## src/rtl/utf8v_pkg.sv

```systemverilog
// Shared types, error codes and helpers for the UTF-8 text validator.
// No dependencies; used by every module of the block.
`timescale 1ns / 1ps

package utf8v_pkg;

	// Error classes, in the encoding shown on error_kind.
	localparam logic [2:0] ERR_NONE      = 3'd0;
	localparam logic [2:0] ERR_NUL       = 3'd1;
	localparam logic [2:0] ERR_LEAD      = 3'd2;
	localparam logic [2:0] ERR_CONT      = 3'd3;
	localparam logic [2:0] ERR_TRUNC     = 3'd4;
	localparam logic [2:0] ERR_OVERLONG  = 3'd5;
	localparam logic [2:0] ERR_LARGE     = 3'd6;
	localparam logic [2:0] ERR_SURROGATE = 3'd7;

	// Minimum code point classes of an open sequence.
	localparam logic [1:0] CLS_NONE  = 2'd0;
	localparam logic [1:0] CLS_TWO   = 2'd1;
	localparam logic [1:0] CLS_THREE = 2'd2;
	localparam logic [1:0] CLS_FOUR  = 2'd3;

	localparam int CP_W = 21;

	localparam logic [CP_W-1:0] CP_MAX    = 21'h10FFFF;
	localparam logic [CP_W-1:0] SURR_LO   = 21'h00D800;
	localparam logic [CP_W-1:0] SURR_HI   = 21'h00DFFF;

	// Decoder state carried between bytes of one buffer.
	typedef struct packed {
		logic [1:0]      pending;
		logic [CP_W-1:0] code;
		logic [1:0]      min_class;
		logic            err_seen;
		logic [2:0]      first_err;
	} dec_state_t;

	// Verdict for one buffer.
	typedef struct packed {
		logic       ok;
		logic [2:0] kind;
	} verdict_t;

	localparam dec_state_t STATE_RESET = '{
		pending:   2'd0,
		code:      '0,
		min_class: CLS_NONE,
		err_seen:  1'b0,
		first_err: ERR_NONE
	};

	// Smallest code point that a sequence of the given class may encode.
	function automatic logic [CP_W-1:0] class_minimum(input logic [1:0] cls);
		logic [CP_W-1:0] m;
		case (cls)
			CLS_TWO:   m = 21'h000080;
			CLS_THREE: m = 21'h000800;
			default:   m = 21'h010000;
		endcase
		return m;
	endfunction

endpackage

```

## src/rtl/utf8v_step.sv

```systemverilog
// Per-byte decode: next decoder state and verdict from the current state and one byte.
// Depends on utf8v_pkg.
`timescale 1ns / 1ps

module utf8v_step (
	input  utf8v_pkg::dec_state_t cur,
	input  logic [7:0]            data_byte,
	input  logic                  is_last,
	output utf8v_pkg::dec_state_t nxt,
	output utf8v_pkg::verdict_t   verdict
);

	utf8v_pkg::dec_state_t s;
	logic [utf8v_pkg::CP_W-1:0] cp;

	// Code point after shifting in a continuation byte.
	assign cp = {cur.code[utf8v_pkg::CP_W-7:0], data_byte[5:0]};

	// Byte update; every error is the first one, since a recorded error freezes the state.
	always_comb begin
		s = cur;
		if (!cur.err_seen) begin
			if (cur.pending == 2'd0) begin
				if (data_byte == 8'h00) begin
					s.err_seen  = 1'b1;
					s.first_err = utf8v_pkg::ERR_NUL;
				end else if (data_byte < 8'h80) begin
					s = cur;
				end else if (data_byte >= 8'hC2 && data_byte <= 8'hDF) begin
					s.code      = {16'd0, data_byte[4:0]};
					s.min_class = utf8v_pkg::CLS_TWO;
					s.pending   = 2'd1;
				end else if (data_byte >= 8'hE0 && data_byte <= 8'hEF) begin
					s.code      = {17'd0, data_byte[3:0]};
					s.min_class = utf8v_pkg::CLS_THREE;
					s.pending   = 2'd2;
				end else if (data_byte >= 8'hF0 && data_byte <= 8'hF4) begin
					s.code      = {18'd0, data_byte[2:0]};
					s.min_class = utf8v_pkg::CLS_FOUR;
					s.pending   = 2'd3;
				end else begin
					s.err_seen  = 1'b1;
					s.first_err = utf8v_pkg::ERR_LEAD;
				end
			end else if (data_byte[7:6] != 2'b10) begin
				s.err_seen  = 1'b1;
				s.first_err = utf8v_pkg::ERR_CONT;
				s.pending   = 2'd0;
			end else begin
				s.code    = cp;
				s.pending = cur.pending - 2'd1;
				// Sequence complete: range checks in priority order.
				if (cur.pending == 2'd1) begin
					if (cp < utf8v_pkg::class_minimum(cur.min_class)) begin
						s.err_seen  = 1'b1;
						s.first_err = utf8v_pkg::ERR_OVERLONG;
					end else if (cp > utf8v_pkg::CP_MAX) begin
						s.err_seen  = 1'b1;
						s.first_err = utf8v_pkg::ERR_LARGE;
					end else if (cp >= utf8v_pkg::SURR_LO && cp <= utf8v_pkg::SURR_HI) begin
						s.err_seen  = 1'b1;
						s.first_err = utf8v_pkg::ERR_SURROGATE;
					end
					s.code      = '0;
					s.min_class = utf8v_pkg::CLS_NONE;
				end
			end
		end
	end

	// Verdict on the last byte; the state then returns to reset.
	always_comb begin
		verdict.ok   = 1'b1;
		verdict.kind = utf8v_pkg::ERR_NONE;
		nxt          = s;
		if (is_last) begin
			if (s.err_seen) begin
				verdict.ok   = 1'b0;
				verdict.kind = s.first_err;
			end else if (s.pending != 2'd0) begin
				verdict.ok   = 1'b0;
				verdict.kind = utf8v_pkg::ERR_TRUNC;
			end
			nxt = utf8v_pkg::STATE_RESET;
		end
	end

endmodule

```

## src/rtl/utf8v_out_reg.sv

```systemverilog
// Result register for the verdict word, with valid/ready toward the consumer.
// Depends on utf8v_pkg.
`timescale 1ns / 1ps

module utf8v_out_reg (
	input  logic                clk,
	input  logic                arst_n,
	input  logic                load,
	input  utf8v_pkg::verdict_t load_verdict,
	output logic                full,
	input  logic                out_ready,
	output utf8v_pkg::verdict_t verdict
);

	logic                full_q;
	utf8v_pkg::verdict_t verdict_q;

	// Valid flag: set on load, cleared when the word is taken.
	always_ff @(posedge clk or negedge arst_n) begin
		if (!arst_n) begin
			full_q <= 1'b0;
		end else if (load) begin
			full_q <= 1'b1;
		end else if (out_ready) begin
			full_q <= 1'b0;
		end
	end

	// Payload holds until the next load.
	always_ff @(posedge clk) begin
		if (load) begin
			verdict_q <= load_verdict;
		end
	end

	assign full    = full_q;
	assign verdict = verdict_q;

endmodule

```

## src/rtl/utf8_text_validator_top.sv

```systemverilog
// The verdict word is registered and appears in the cycle after the last byte of a buffer is accepted.
// Throughput: one byte per cycle; the decoder state register updates in a single pass.
// A last byte stalls only while a previous verdict is held unread in the result register.
// Reset (arst_n low, asynchronous) clears the decoder state and the result valid flag.
// Top level of the UTF-8 text validator; depends on utf8v_pkg, utf8v_step, utf8v_out_reg.
`timescale 1ns / 1ps

module utf8_text_validator_top (
	input  logic       clk,
	input  logic       arst_n,
	input  logic       in_valid,
	output logic       in_ready,
	input  logic [7:0] data_byte,
	input  logic       is_last,
	output logic       out_valid,
	input  logic       out_ready,
	output logic       is_valid,
	output logic [2:0] error_kind
);

	utf8v_pkg::dec_state_t state_q;
	utf8v_pkg::dec_state_t state_next;
	utf8v_pkg::verdict_t   verdict_next;
	utf8v_pkg::verdict_t   verdict_out;
	logic                  out_full;
	logic                  in_accept;

	// Only a last byte needs room in the result register.
	assign in_ready  = !is_last || !out_full || out_ready;
	assign in_accept = in_valid && in_ready;

	utf8v_step u_step (
		.cur       (state_q),
		.data_byte (data_byte),
		.is_last   (is_last),
		.nxt       (state_next),
		.verdict   (verdict_next)
	);

	// Decoder state register.
	always_ff @(posedge clk or negedge arst_n) begin
		if (!arst_n) begin
			state_q <= utf8v_pkg::STATE_RESET;
		end else if (in_accept) begin
			state_q <= state_next;
		end
	end

	utf8v_out_reg u_out (
		.clk          (clk),
		.arst_n       (arst_n),
		.load         (in_accept && is_last),
		.load_verdict (verdict_next),
		.full         (out_full),
		.out_ready    (out_ready),
		.verdict      (verdict_out)
	);

	assign out_valid  = out_full;
	assign is_valid   = verdict_out.ok;
	assign error_kind = verdict_out.kind;

endmodule

```

## config.mk

```make
export PLATFORM = sky130hd
export DESIGN_NAME = utf8_text_validator_top
export DESIGN_NICKNAME = d
export VERILOG_FILES = /design/src/rtl/utf8v_pkg.sv /design/src/rtl/utf8v_step.sv /design/src/rtl/utf8v_out_reg.sv /design/src/rtl/utf8_text_validator_top.sv
export SDC_FILE = /design/constraint.sdc
export NUM_CORES = 1
export LEC_CHECK = 0
export BUFFER_PORTS_ARGS = -buffer_cell sky130_fd_sc_hd__buf_4
export CAP_MARGIN = 20
export CORE_MARGIN = 4
export CORE_UTILIZATION = 60
export DETAILED_ROUTE_END_ITERATION = 6
export PLACE_DENSITY = 0.79
export SLEW_MARGIN = 20
export SYNTH_ARGS = -nofsm -noshare
export SYNTH_HDL_FRONTEND = slang
export SYNTH_HIERARCHICAL = 1
export SYNTH_SLANG_ARGS = --single-unit
export TNS_END_PERCENT = 50
```

## constraint.sdc

```tcl
create_clock -name clk -period 2.6 [get_ports clk]
set_input_delay 0.52 -clock clk [delete_from_list [all_inputs] [get_ports clk]]
set_output_delay 0.52 -clock clk [all_outputs]
set_load 0.02 [all_outputs]
```

After elaboration in Yosys (flattened, before gate mapping)
Cells that the tools add are included.
{"block": "op_classes", "add_sub_neg": 1, "order_cmp": 11, "n_eq_ne": 9, "mux": 28, "reduce_logical": 17}
{"cell": "$mux 29", "count": 4}
{"cell": "$mux 25", "count": 4}
{"cell": "$mux 21", "count": 4}
{"cell": "$mux 4", "count": 10}
{"cell": "$pmux 17 s2", "count": 1}
{"cell": "$mux 27", "count": 1}
{"cell": "$ge 8x8->1 const B", "count": 3}
{"cell": "$le 8x8->1 const B", "count": 3}
{"cell": "$mux 23", "count": 1}
{"cell": "$ge 21x16->1 const B", "count": 1}
{"cell": "$gt 21x21->1 const B", "count": 1}
{"cell": "$le 21x16->1 const B", "count": 1}
{"cell": "$lt 21x21->1", "count": 1}
{"cell": "$logic_not 8->1", "count": 1}
{"cell": "$lt 8x8->1 const B", "count": 1}
{"cell": "$reduce_and 7->1", "count": 1}
{"cell": "$logic_and 1x1->1", "count": 6}
{"cell": "$ne 3x3->1 const B", "count": 2}
{"cell": "$reduce_and 6->1", "count": 1}
{"cell": "$ne 5x5->1 const B", "count": 1}
{"cell": "$eq 2x1->1 const B", "count": 2}
{"cell": "$ne 2x2->1 const B", "count": 2}
{"cell": "$reduce_bool 2->1", "count": 2}
{"cell": "$ne 3x2->1 const B", "count": 1}
{"cell": "other kinds (8)", "count": 11}
{"block": "totals", "regBits": 28, "in_bits": 13, "out_inout_bits": 6, "wordCells": 74}

Logic depth before layout (Yosys ltp)
Gate-level depths: netlist of run 1.
{"block": "depth", "ltp_word": 15, "mapped_depth": 11, "ltp_nobuf": 11}

Hierarchy
Netlist of run 1, hierarchy kept.
{"mod": "utf8_text_validator_top", "instances": 1, "cells_per_inst": 168, "area_each_um2": 1803.0, "seq_area_each_um2": 725.7}
{"mod": "utf8v_step", "instances": 1, "cells_per_inst": 198, "area_each_um2": 1189.9, "seq_area_each_um2": 0.0}
{"mod": "utf8v_out_reg", "instances": 1, "cells_per_inst": 7, "area_each_um2": 156.4, "seq_area_each_um2": 145.1}

Worst setup path before layout of run 1
No wires, ideal clock.
{"block": "synth_path", "kind": "input -> register", "startpoint": "input data_byte[4]", "endpoint": "register state_q[19] in the netlist's numbering", "setup_ns": 0.080, "arrival_ns": 2.371, "required_time_ns": 2.520, "setup_slack_ns": 0.149, "stages": 10, "n_path_buf": 2, "cell_sequence": "buf_2 > or4_1 > o32ai_1 > nor2_1 > a31oi_1 > buf_2 > a22oi_1 > nor2_1 > nand2_1 > o211ai_2"}
{"element": "from (decl)", "line_no": "utf8_text_validator_top.sv:13", "source": "input logic [7:0] data_byte,"}
{"element": "to (signal assigned)", "line_no": "utf8_text_validator_top.sv:43", "source": "state_q <= utf8v_pkg::STATE_RESET;"}
{"element": "to (signal assigned)", "line_no": "utf8_text_validator_top.sv:45", "source": "state_q <= state_next;"}
{"element": "to (decl)", "line_no": "utf8_text_validator_top.sv:21", "source": "utf8v_pkg::dec_state_t state_q;"}

Worst setup path after layout of run 1
{"block": "layout_path", "startpoint": "register state_q[19] in the netlist's numbering", "endpoint": "register u_out.verdict_q, in the netlist u_out/verdict[0], data pin"}
{"block": "layout_between", "elab_chain_cells": 10, "word_cells_on_any_way": 13, "classes_between": "order compare: 4; mux: 8; reduce/logical: 1"}
{"element": "$ge 21x16->1 / $le 21x16->1 (equally long branches)", "line_no": "utf8v_step.sv:60", "source": "end else if (cp >= utf8v_pkg::SURR_LO && cp <= utf8v_pkg::SURR_HI) begin"}
{"element": "$logic_and 1x1->1", "line_no": "utf8v_step.sv:60"}
{"element": "$mux 4", "line_no": "utf8v_step.sv:60"}
{"element": "$mux 4", "line_no": "utf8v_step.sv:57", "source": "end else if (cp > utf8v_pkg::CP_MAX) begin"}
{"element": "$mux 4 (*)", "line_no": "utf8v_step.sv:54", "source": "if (cp < utf8v_pkg::class_minimum(cur.min_class)) begin"}
{"element": "$mux 27 (*)", "line_no": "utf8v_step.sv:53", "source": "if (cur.pending == 2'd1) begin"}
{"element": "$mux 4 (*)", "line_no": "utf8v_step.sv:45", "source": "end else if (data_byte[7:6] != 2'b10) begin"}
{"element": "$mux 29 (*)", "line_no": "utf8v_step.sv:23", "source": "if (cur.pending == 2'd0) begin"}
{"element": "$mux 29 (*)", "line_no": "utf8v_step.sv:22", "source": "if (!cur.err_seen) begin"}
{"element": "$mux 4 (*)", "line_no": "utf8v_step.sv:77", "source": "if (s.err_seen) begin"}
{"element": "to (signal assigned)", "line_no": "utf8v_out_reg.sv:32", "source": "verdict_q <= load_verdict;"}
{"element": "to (decl)", "line_no": "utf8v_out_reg.sv:16", "source": "utf8v_pkg::verdict_t verdict_q;"}
Every way passes the cells marked *; elsewhere a longest branch is shown, timed or not. The select of a mux whose other input is x is not followed.
A chain may end at the register's enable or synchronous reset.

==> results of run 1 <==
==> sequential cells by signal, summed over array words and instances, names as in the netlist <==
register / count
state_q: 23
u_out/verdict: 4
u_out/full: 1
==> area by class of cell <==
type	instances	share of cell area, %
clock buffer	4	1.95
inverter	11	1.46
multi-input combinational	246	60.8
sequential	28	25.5
tap	52	2.30
timing repair buffer	30	7.97
==> what timing repair did <==
item	in CTS	in global routing
endpoints found under the hold margin	0	0
endpoints found under the setup margin	0	3
hold buffers	0	0
gates resized for setup	0	1
==> power by group <==
part,switching (W),internal (W)
Sequential,0.0000723,0.000493
Combinational,0.000360,0.000240
Clock,0.000146,0.000136
==> per-layer routing <==
metal  GRT usage (%)  routed length, microns
met5               0                       0
met4            9.88                     139
met3            3.07                     310
met2            43.4                    3170
met1            33.7                    3030
==> how the worst max path moves through the flow <==
stage,slack [ns],to,cells past startpoint,startpoint
2_1_floorplan,0.20,state_q[20]$_DFFE_PN0P_,10,data_byte[4]
3_3_place_gp,0.14,u_out/verdict[0]$_DFFE_PP_,6,data_byte[2]
3_5_place_dp,0.12,u_out/verdict[0]$_DFFE_PP_,6,data_byte[2]
4_1_cts,0.11,state_q[0]$_DFFE_PN0P_,9,state_q[28]$_DFFE_PN0P_
5_1_grt,0.03,state_q[4]$_DFFE_PN0P_,9,state_q[28]$_DFFE_PN0P_
6_report,0.16,u_out/verdict[0]$_DFFE_PP_,6,state_q[19]$_DFFE_PN0P_
==> cells in the final DEF, fill, tap and decap left out, types with 3 or more instances in the layout <==
master and instances:
nor3b_1 4, ha_1 6, nor2b_1 3, o211ai_2 23, nand4b_1 23, o31ai_1 3
buf_4 30, nor2_1 29, o21ai_0 3, a22o_1 3, a21oi_1 16, dfrtp_1 24
clkbuf_8 4, inv_1 10, nor3_1 11, edfxtp_1 4, o21ai_1 4, nand2_1 39
nand2b_1 26, nor4_1 6, a211oi_1 3, a22oi_1 9
==> per-stage QoR <==
stage                     hold WS, ns  cell area (sq um)
after global routing            0.134               2830
after global placement          0.450               2770
after floorplan                 0.224               2700
final                           0.125               2830
after detailed placement        0.445               2770
after CTS                       0.133               2820
==> worst reg2reg max path: stages (launching register included) <==
cell      delay, ns
dfrtp_1        0.46
or4_4          0.59
o41ai_4        0.39
a21oi_1        0.11
a21boi_1       0.17
or3b_4         0.44
nor4_4         0.13
==> results.py, run 1 <==
metrics = {
    "layout": {
        "final_cells": 371,
        "multi_input_area_sq_um": 1720,
        "regArea_sq_um": 721,
        "fillerInstances": 389,
        "synthToLayoutAreaGrowth_pct": 4.68,
        "drive_above_1_share_pct": 21.3,
        "finish.utilization_pct": 64.9,
        "antenna_cells": 0,
        "fin_nets": 339,
    },
    "timing": {
        "setup_viol": 0,
        "final-hold-violation-count": 0,
        "tightest_slew_ns": 0.607,
        "max_clock_freq_mhz": 409,
        "rsz0062_at_grt": "no",
        "slew_violations": 0,
        "period_share_pct": 93.9,
        "max_slew_margin_pct": 59.5,
        "worst_slack_ns": 0.158,
        "tns_ns": 0,
        "fin_skew_ns": 0.00162,
        "period_needed_ns": 2.44,
    },
    "yosys": {
        "synth_cells": 321,
        "yosysWarnings": 6,
        "syn_nets": 340,
        "syn_area_sq_um": 2700,
        "syn_avg_cell_area_sq_um": 8.41,
    },
    "cts": {
        "cts.sinks": 28,
        "cts_made_buffers": 3,
        "clock_latency_ns": 0.28,
        "clockRootBuffer": "clkbuf_8",
        "clockBufferDepth": 2,
        "postCtsSetupRepairBufs": 0,
        "htreeDepth": 1,
        "tritoncts": "yes",
        "clk_pin_slew_worst_paths_ns": 0.10,
    },
    "setup_path": {
        "crit_path_max_fanout": 6,
        "cpMaxStageDelayCell": "or4_4",
        "slowest_delay_ns": 0.59,
        "cp_cell_sequence": "or4_4, o41ai_4, a21oi_1, a21boi_1, or3b_4, nor4_4",
        "reg2reg_depth": 6,
        "critical_path_buf_inv_count": 0,
        "worstPathRequired_ns": 2.72,
        "crit_family": "simple AND/OR/NAND/NOR gates",
        "reg2reg_setup_slack_ns": 0.16,
        "worstPathArrival_ns": 2.56,
        "end_kind": "flip-flop",
        "critPathLaunchType": "flip-flop",
        "path_class": "reg -> reg",
        "timing.rr.end": "u_out/verdict[0]$_DFFE_PP_",
        "r2r-start": "state_q[19]$_DFFE_PN0P_",
    },
    "placed_design": {
        "pre_cts_ws_ns": 0.124,
        "io_buffers": 18,
        "hpwl_microns": 4550,
        "gp_congestion": 0.894,
        "place_inst": 367,
    },
    "detailed_routing": {
        "drt_first_pass_iters": 4,
        "drtAntennaViolNets": 0,
        "routed_wl_microns": 6650,
        "drt_iter0_drc": 207,
        "via_per_inst": 6.64,
        "route.detailed.drc": 0,
        "post_drt_wl_per_cell_microns": 17.9,
        "vias": 2462,
    },
    "power_and_ir_drop": {
        "p_per_area_nw_per_um2": 512,
        "peakVddDrop_mv": 0.336,
        "p_leak_nw": 1.18,
        "total_power_w": 0.00145,
    },
    "floorplanning": {
        "initial_core_util_pct": 62.0,
        "die_h_microns": 75.1,
        "num_rows": 24,
        "coreArea_sq_um": 4350,
        "ios": 19,
        "dieArea_sq_um": 5630,
        "fp.dieW_microns": 75.1,
    },
    "global_routing": {
        "grt_overflow_total": 0,
        "antenna_found_initial": 0,
        "grt.total_usage_pct": 25.8,
        "grt_pass1_wl_microns": 11200,
        "grt_max_degree": 48,
        "grt_pass1_vias": 2421,
    },
    "flow_run": {
        "max-cap-violations": 0,
    },
    "hold_path": {
        "hold_class": "in -> async",
    },
    "outcome": {
        "outcome": "complete, no violations",
    },
}
No activity file was read; power rests on OpenSTA's default activity.
==> run 2, diff against run 1 <==
--- a/config.mk
+++ b/config.mk
@@ -11,6 +11,7 @@
 export CORE_UTILIZATION = 60
 export DETAILED_ROUTE_END_ITERATION = 6
 export PLACE_DENSITY = 0.79
+export RECOVER_POWER = 100
 export SLEW_MARGIN = 20
 export SYNTH_ARGS = -nofsm -noshare
 export SYNTH_HDL_FRONTEND = slang
==> results.py, run 2 (synthesis results as in run 1) <==
metrics = {
    "outcome": {
        "outcome": "complete, no violations",
    },
    "setup_path": {
        "cp_cell_sequence": "or4_4, o41ai_4, a21oi_1, a21boi_1, or3b_4, nor4_4",
        "crit_family": "simple AND/OR/NAND/NOR gates",
        "slowest_delay_ns": 0.59,
        "end_kind": "flip-flop",
        "worstSetupStartpoint": "state_q[19]$_DFFE_PN0P_",
        "worstPathRequired_ns": 2.72,
        "critPathLaunchType": "flip-flop",
        "path_class": "reg -> reg",
        "worstPathArrival_ns": 2.58,
        "crit_path_max_fanout": 6,
        "r2r-start": "state_q[19]$_DFFE_PN0P_",
        "cpMaxStageDelayCell": "or4_4",
        "critical_path_buf_inv_count": 0,
    },
    "placed_design": {
        "io_buffers": 18,
        "hpwl_microns": 4550,
        "gp_congestion": 0.894,
    },
    "timing": {
        "fin_skew_ns": 0.00308,
        "max_slew_margin_pct": 7.57,
        "rsz0062_at_grt": "no",
        "tns_ns": 0,
        "slew_violations": 0,
        "tightest_slew_ns": 1.39,
        "period_needed_ns": 2.46,
        "max_clock_freq_mhz": 407,
        "setup_viol": 0,
        "period_share_pct": 94.6,
        "final-hold-violation-count": 0,
    },
    "cts": {
        "clock_latency_ns": 0.28,
        "cts.sinks": 28,
        "clk_pin_slew_worst_paths_ns": 0.10,
        "tritoncts": "yes",
        "clockBufferDepth": 2,
        "htreeDepth": 1,
        "clockRootBuffer": "clkbuf_8",
        "postCtsSetupRepairBufs": 0,
        "cts_made_buffers": 3,
    },
    "power_and_ir_drop": {
        "total_power_w": 0.00143,
        "p_leak_nw": 1.01,
        "p_per_area_nw_per_um2": 530,
        "peakVddDrop_mv": 0.338,
    },
    "floorplanning": {
        "die_h_microns": 75.1,
        "fp.dieW_microns": 75.1,
        "coreArea_sq_um": 4350,
        "ios": 19,
        "initial_core_util_pct": 62.0,
        "num_rows": 24,
        "dieArea_sq_um": 5630,
    },
    "detailed_routing": {
        "drt_first_pass_iters": 4,
        "route.detailed.drc": 0,
        "routed_wl_microns": 6740,
        "drt_iter0_drc": 205,
        "vias": 2483,
        "post_drt_wl_per_cell_microns": 18.2,
        "via_per_inst": 6.69,
        "drtAntennaViolNets": 0,
    },
    "hold_path": {
        "hold_class": "in -> async",
    },
    "layout": {
        "synthToLayoutAreaGrowth_pct": 0.0464,
        "final_cell_mix": "39 x nand2_1, 29 x nor2_1, 26 x nand2b_1",
        "antenna_cells": 0,
        "max_flop_register": "state_q",
        "largest_reg_flops": 23,
        "drive_above_1_share_pct": 12.9,
        "final_common_cell": "nand2_1",
        "fin_nets": 339,
    },
    "global_routing": {
        "grt_max_degree": 48,
        "grt_pass1_vias": 2421,
        "grt_overflow_total": 0,
        "grt.total_usage_pct": 25.8,
        "antenna_found_initial": 0,
        "grt_pass1_wl_microns": 11200,
    },
    "flow_run": {
        "max-cap-violations": 0,
    },
}
-- run 2: cell count changes in the layout (fill, tap and decap cells not counted), sizes merged --
cell and change:
clkbuf +11, buf -11
-- run 2: repair_timing --
item | 4_1_cts | 5_1_grt
hold buffers | 0 | 0
hold endpoints to repair | 0 | 0
endpoints found under the setup margin | 0 | 3
gates resized for setup | 0 | 1
-- run 2: power breakdown --
part	total (W)	switching, W	internal, W
combinational	0.000578	0.000356	0.000222
clock	0.000288	0.000152	0.000136
sequential	0.000565	0.0000716	0.000493
-- run 2: final timing paths --
path	slack, ns	to	depth (start not counted)
worst max-delay path	0.14	u_out/verdict[0]$_DFFE_PP_	6
worst min-delay path	0.53	state_q[3]$_DFFE_PN0P_	1
worst max register to register	0.14	u_out/verdict[0]$_DFFE_PP_	6
worst min register to register	0.59	state_q[2]$_DFFE_PN0P_	2
max in group asynchronous	1.26	state_q[16]$_DFFE_PN0P_	1
min in group clk	0.59	state_q[2]$_DFFE_PN0P_	2
-- run 2: through the flow --
stage,setup slack [ns],cell area (sq um),hold slack [ns],instances,util [%]
after floorplan,0.199,2700,0.224,321,-
final,0.141,2700,0.527,371,62.0
after CTS,0.110,2820,0.133,371,64.8
after global placement,0.143,2770,0.450,367,63.5
after detailed placement,0.124,2770,0.445,367,63.5
after global routing,0.00980,2700,0.624,371,62.0
-- run 2: layer usage --
layer	routed length (microns)	GRT usage, %
met4	170	9.88
met1	3050	33.7
met5	0	0
met2	3150	43.4
met3	364	3.07
-- run 2: area by class of cell --
type / instances / area (sq um)
repair buffers: 30 / 185
clock buffers: 4 / 55.1
flip-flops and latches: 28 / 721
well taps: 52 / 65.1
fillers: 417 / 1650
multi-input cells: 246 / 1630
inverters: 11 / 41.3
==> run 3, diff against run 2 <==
--- a/config.mk
+++ b/config.mk
@@ -8,9 +8,9 @@
 export BUFFER_PORTS_ARGS = -buffer_cell sky130_fd_sc_hd__buf_4
 export CAP_MARGIN = 20
 export CORE_MARGIN = 4
-export CORE_UTILIZATION = 60
+export CORE_UTILIZATION = 50
 export DETAILED_ROUTE_END_ITERATION = 6
-export PLACE_DENSITY = 0.79
+export PLACE_DENSITY = 0.68
 export RECOVER_POWER = 100
 export SLEW_MARGIN = 20
 export SYNTH_ARGS = -nofsm -noshare
==> constraint.sdc (replaced) <==
create_clock -name clk -period 3 [get_ports clk]
set_input_delay 0.6 -clock clk [delete_from_list [all_inputs] [get_ports clk]]
set_output_delay 0.6 -clock clk [all_outputs]
set_load 0.02 [all_outputs]
==> results.py, run 3 (synthesis results as in run 1) <==
metrics = {
    "timing": {
        "max_slew_margin_pct": 4.25,
        "fin_skew_ns": 0.00950,
        "worst_slack_ns": 0.313,
        "final-hold-violation-count": 0,
        "tns_ns": 0,
        "rsz0062_at_grt": "no",
        "max_clock_freq_mhz": 372,
        "slew_violations": 0,
        "period_needed_ns": 2.69,
        "tightest_slew_ns": 1.44,
        "period_share_pct": 89.6,
        "holdWs_ns": 0.608,
        "setup_viol": 0,
    },
    "flow_run": {
        "max-cap-violations": 0,
    },
    "floorplanning": {
        "coreArea_sq_um": 5170,
        "initial_core_util_pct": 52.2,
        "num_rows": 26,
        "ios": 19,
        "fp.dieW_microns": 81.5,
        "dieArea_sq_um": 6640,
        "die_h_microns": 81.5,
    },
    "setup_path": {
        "cp_cell_sequence": "inv_1, ha_1, or4b_2, nor3_1, a21boi_0, or3b_2, nor4_4",
        "worstPathRequired_ns": 3.11,
        "critical_path_buf_inv_count": 1,
        "cpMaxStageDelayCell": "or4b_2",
        "reg2reg_depth": 7,
        "r2r-start": "state_q[28]$_DFFE_PN0P_",
        "path_class": "reg -> reg",
        "critPathLaunchType": "flip-flop",
        "worstPathArrival_ns": 2.80,
        "crit_family": "simple AND/OR/NAND/NOR gates",
        "slowest_delay_ns": 0.58,
        "crit_path_max_fanout": 4,
        "reg2reg_setup_slack_ns": 0.31,
        "end_kind": "flip-flop",
        "timing.rr.end": "u_out/verdict[0]$_DFFE_PP_",
    },
    "placed_design": {
        "hpwl_microns": 4530,
        "gp_congestion": 0.902,
        "place_inst": 379,
        "pre_cts_ws_ns": 0.299,
        "io_buffers": 18,
    },
    "power_and_ir_drop": {
        "total_power_w": 0.00122,
        "p_per_area_nw_per_um2": 458,
        "peakVddDrop_mv": 0.259,
        "p_leak_nw": 0.950,
    },
    "cts": {
        "htreeDepth": 1,
        "postCtsSetupRepairBufs": 0,
        "cts.sinks": 28,
        "clk_pin_slew_worst_paths_ns": 0.10,
        "cts_hold_buf": 0,
        "cts_made_buffers": 3,
        "clockRootBuffer": "clkbuf_8",
        "clock_latency_ns": 0.28,
        "tritoncts": "yes",
        "cts_resized": 0,
        "clockBufferDepth": 2,
    },
    "detailed_routing": {
        "met3WireLength_microns": 248,
        "route.detailed.drc": 0,
        "routed_wl_microns": 6770,
        "wl_met1_microns": 3310,
        "drtAntennaViolNets": 0,
        "drt_iter0_drc": 153,
        "top_layer_used": "met4",
        "wl_met2_microns": 3150,
        "vias": 2375,
        "post_drt_wl_per_cell_microns": 17.7,
        "via_per_inst": 6.20,
        "drt_first_pass_iters": 4,
    },
    "global_routing": {
        "grt_max_degree": 51,
        "antenna_found_initial": 0,
        "grt.total_usage_pct": 22.2,
        "grt_pass1_vias": 2243,
        "grt_pass1_wl_microns": 11500,
        "grt_overflow_total": 0,
    },
    "hold_path": {
        "min_path_cells": 2,
        "hold_class": "reg -> reg",
        "min_to": "state_q[2]$_DFFE_PN0P_",
        "min_from": "state_q[2]$_DFFE_PN0P_",
    },
    "layout": {
        "final_cell_mix": "39 x nand2_1, 29 x nor2_1, 26 x nand2b_1",
        "synthToLayoutAreaGrowth_pct": -1.67,
        "final_common_cell": "nand2_1",
        "max_flop_register": "state_q",
        "largest_reg_flops": 23,
        "drive_above_1_share_pct": 10.2,
        "final_cells": 383,
        "antenna_cells": 0,
        "fin_nets": 333,
    },
    "outcome": {
        "outcome": "complete, no violations",
    },
}
## run 3: cell count changes in the layout (fill, tap and decap cells not counted), sizes merged
cell    change
buf         -4
clkbuf      -2
## run 3: worst max-delay path by stage
stage                            start                          to  slack, ns  depth (start not counted)
2_1_floorplan             data_byte[4]     state_q[20]$_DFFE_PN0P_       0.52                         10
3_5_place_dp              data_byte[2]     state_q[13]$_DFFE_PN0P_       0.30                         10
5_1_grt        state_q[27]$_DFFE_PN0P_     state_q[16]$_DFFE_PN0P_       0.21                          8
6_report       state_q[28]$_DFFE_PN0P_  u_out/verdict[0]$_DFFE_PP_       0.31                          7
4_1_cts        state_q[28]$_DFFE_PN0P_      state_q[0]$_DFFE_PN0P_       0.42                          9
3_3_place_gp              data_byte[2]     state_q[16]$_DFFE_PN0P_       0.36                         10
## run 3: power breakdown
group | internal (W) | switching, W
Combinational | 0.000183 | 0.000303
Clock | 0.000118 | 0.000128
Sequential | 0.000428 | 0.0000564
Total | 0.000728 | 0.000488
## run 3: metal layers
| metal | up-vias | global-route usage [%] |
|---|---|---|
| li1 | 1157 | - |
| met1 | 1163 | 30.7 |
| met2 | 49 | 36.6 |
| met3 | 6 | 3.29 |
| met4 | 0 | 4.90 |
| met5 | - | 0 |
## run 3: worst register-to-register path: cells and delay by family (launching register included)
kind / cells / cell delay (ns)
buffers and inverters: 1 / 0.10
AO/OA/AOI/OAI: 1 / 0.23
flip-flops: 1 / 0.44
AND/OR/NAND/NOR: 4 / 1.58
adder cells (fa/ha/maj): 1 / 0.17
## run 3: area by class of cell
type	instances	area, sq um
Sequential cell	28	721
Multi-Input combinational cell	246	1600
Tap cell	70	87.6
Timing Repair Buffer	24	149
Clock buffer	4	55.1
Fill cell	529	2520
Inverter	11	41.3
## run 3: through the flow
| step | utilization (%) | area (sq um) |
|---|---|---|
| global route | 51.3 | 2650 |
| floorplan | - | 2700 |
| detailed placement | 53.0 | 2740 |
| finish | 51.3 | 2650 |
| CTS | 54.1 | 2800 |
| global placement | 53.0 | 2740 |
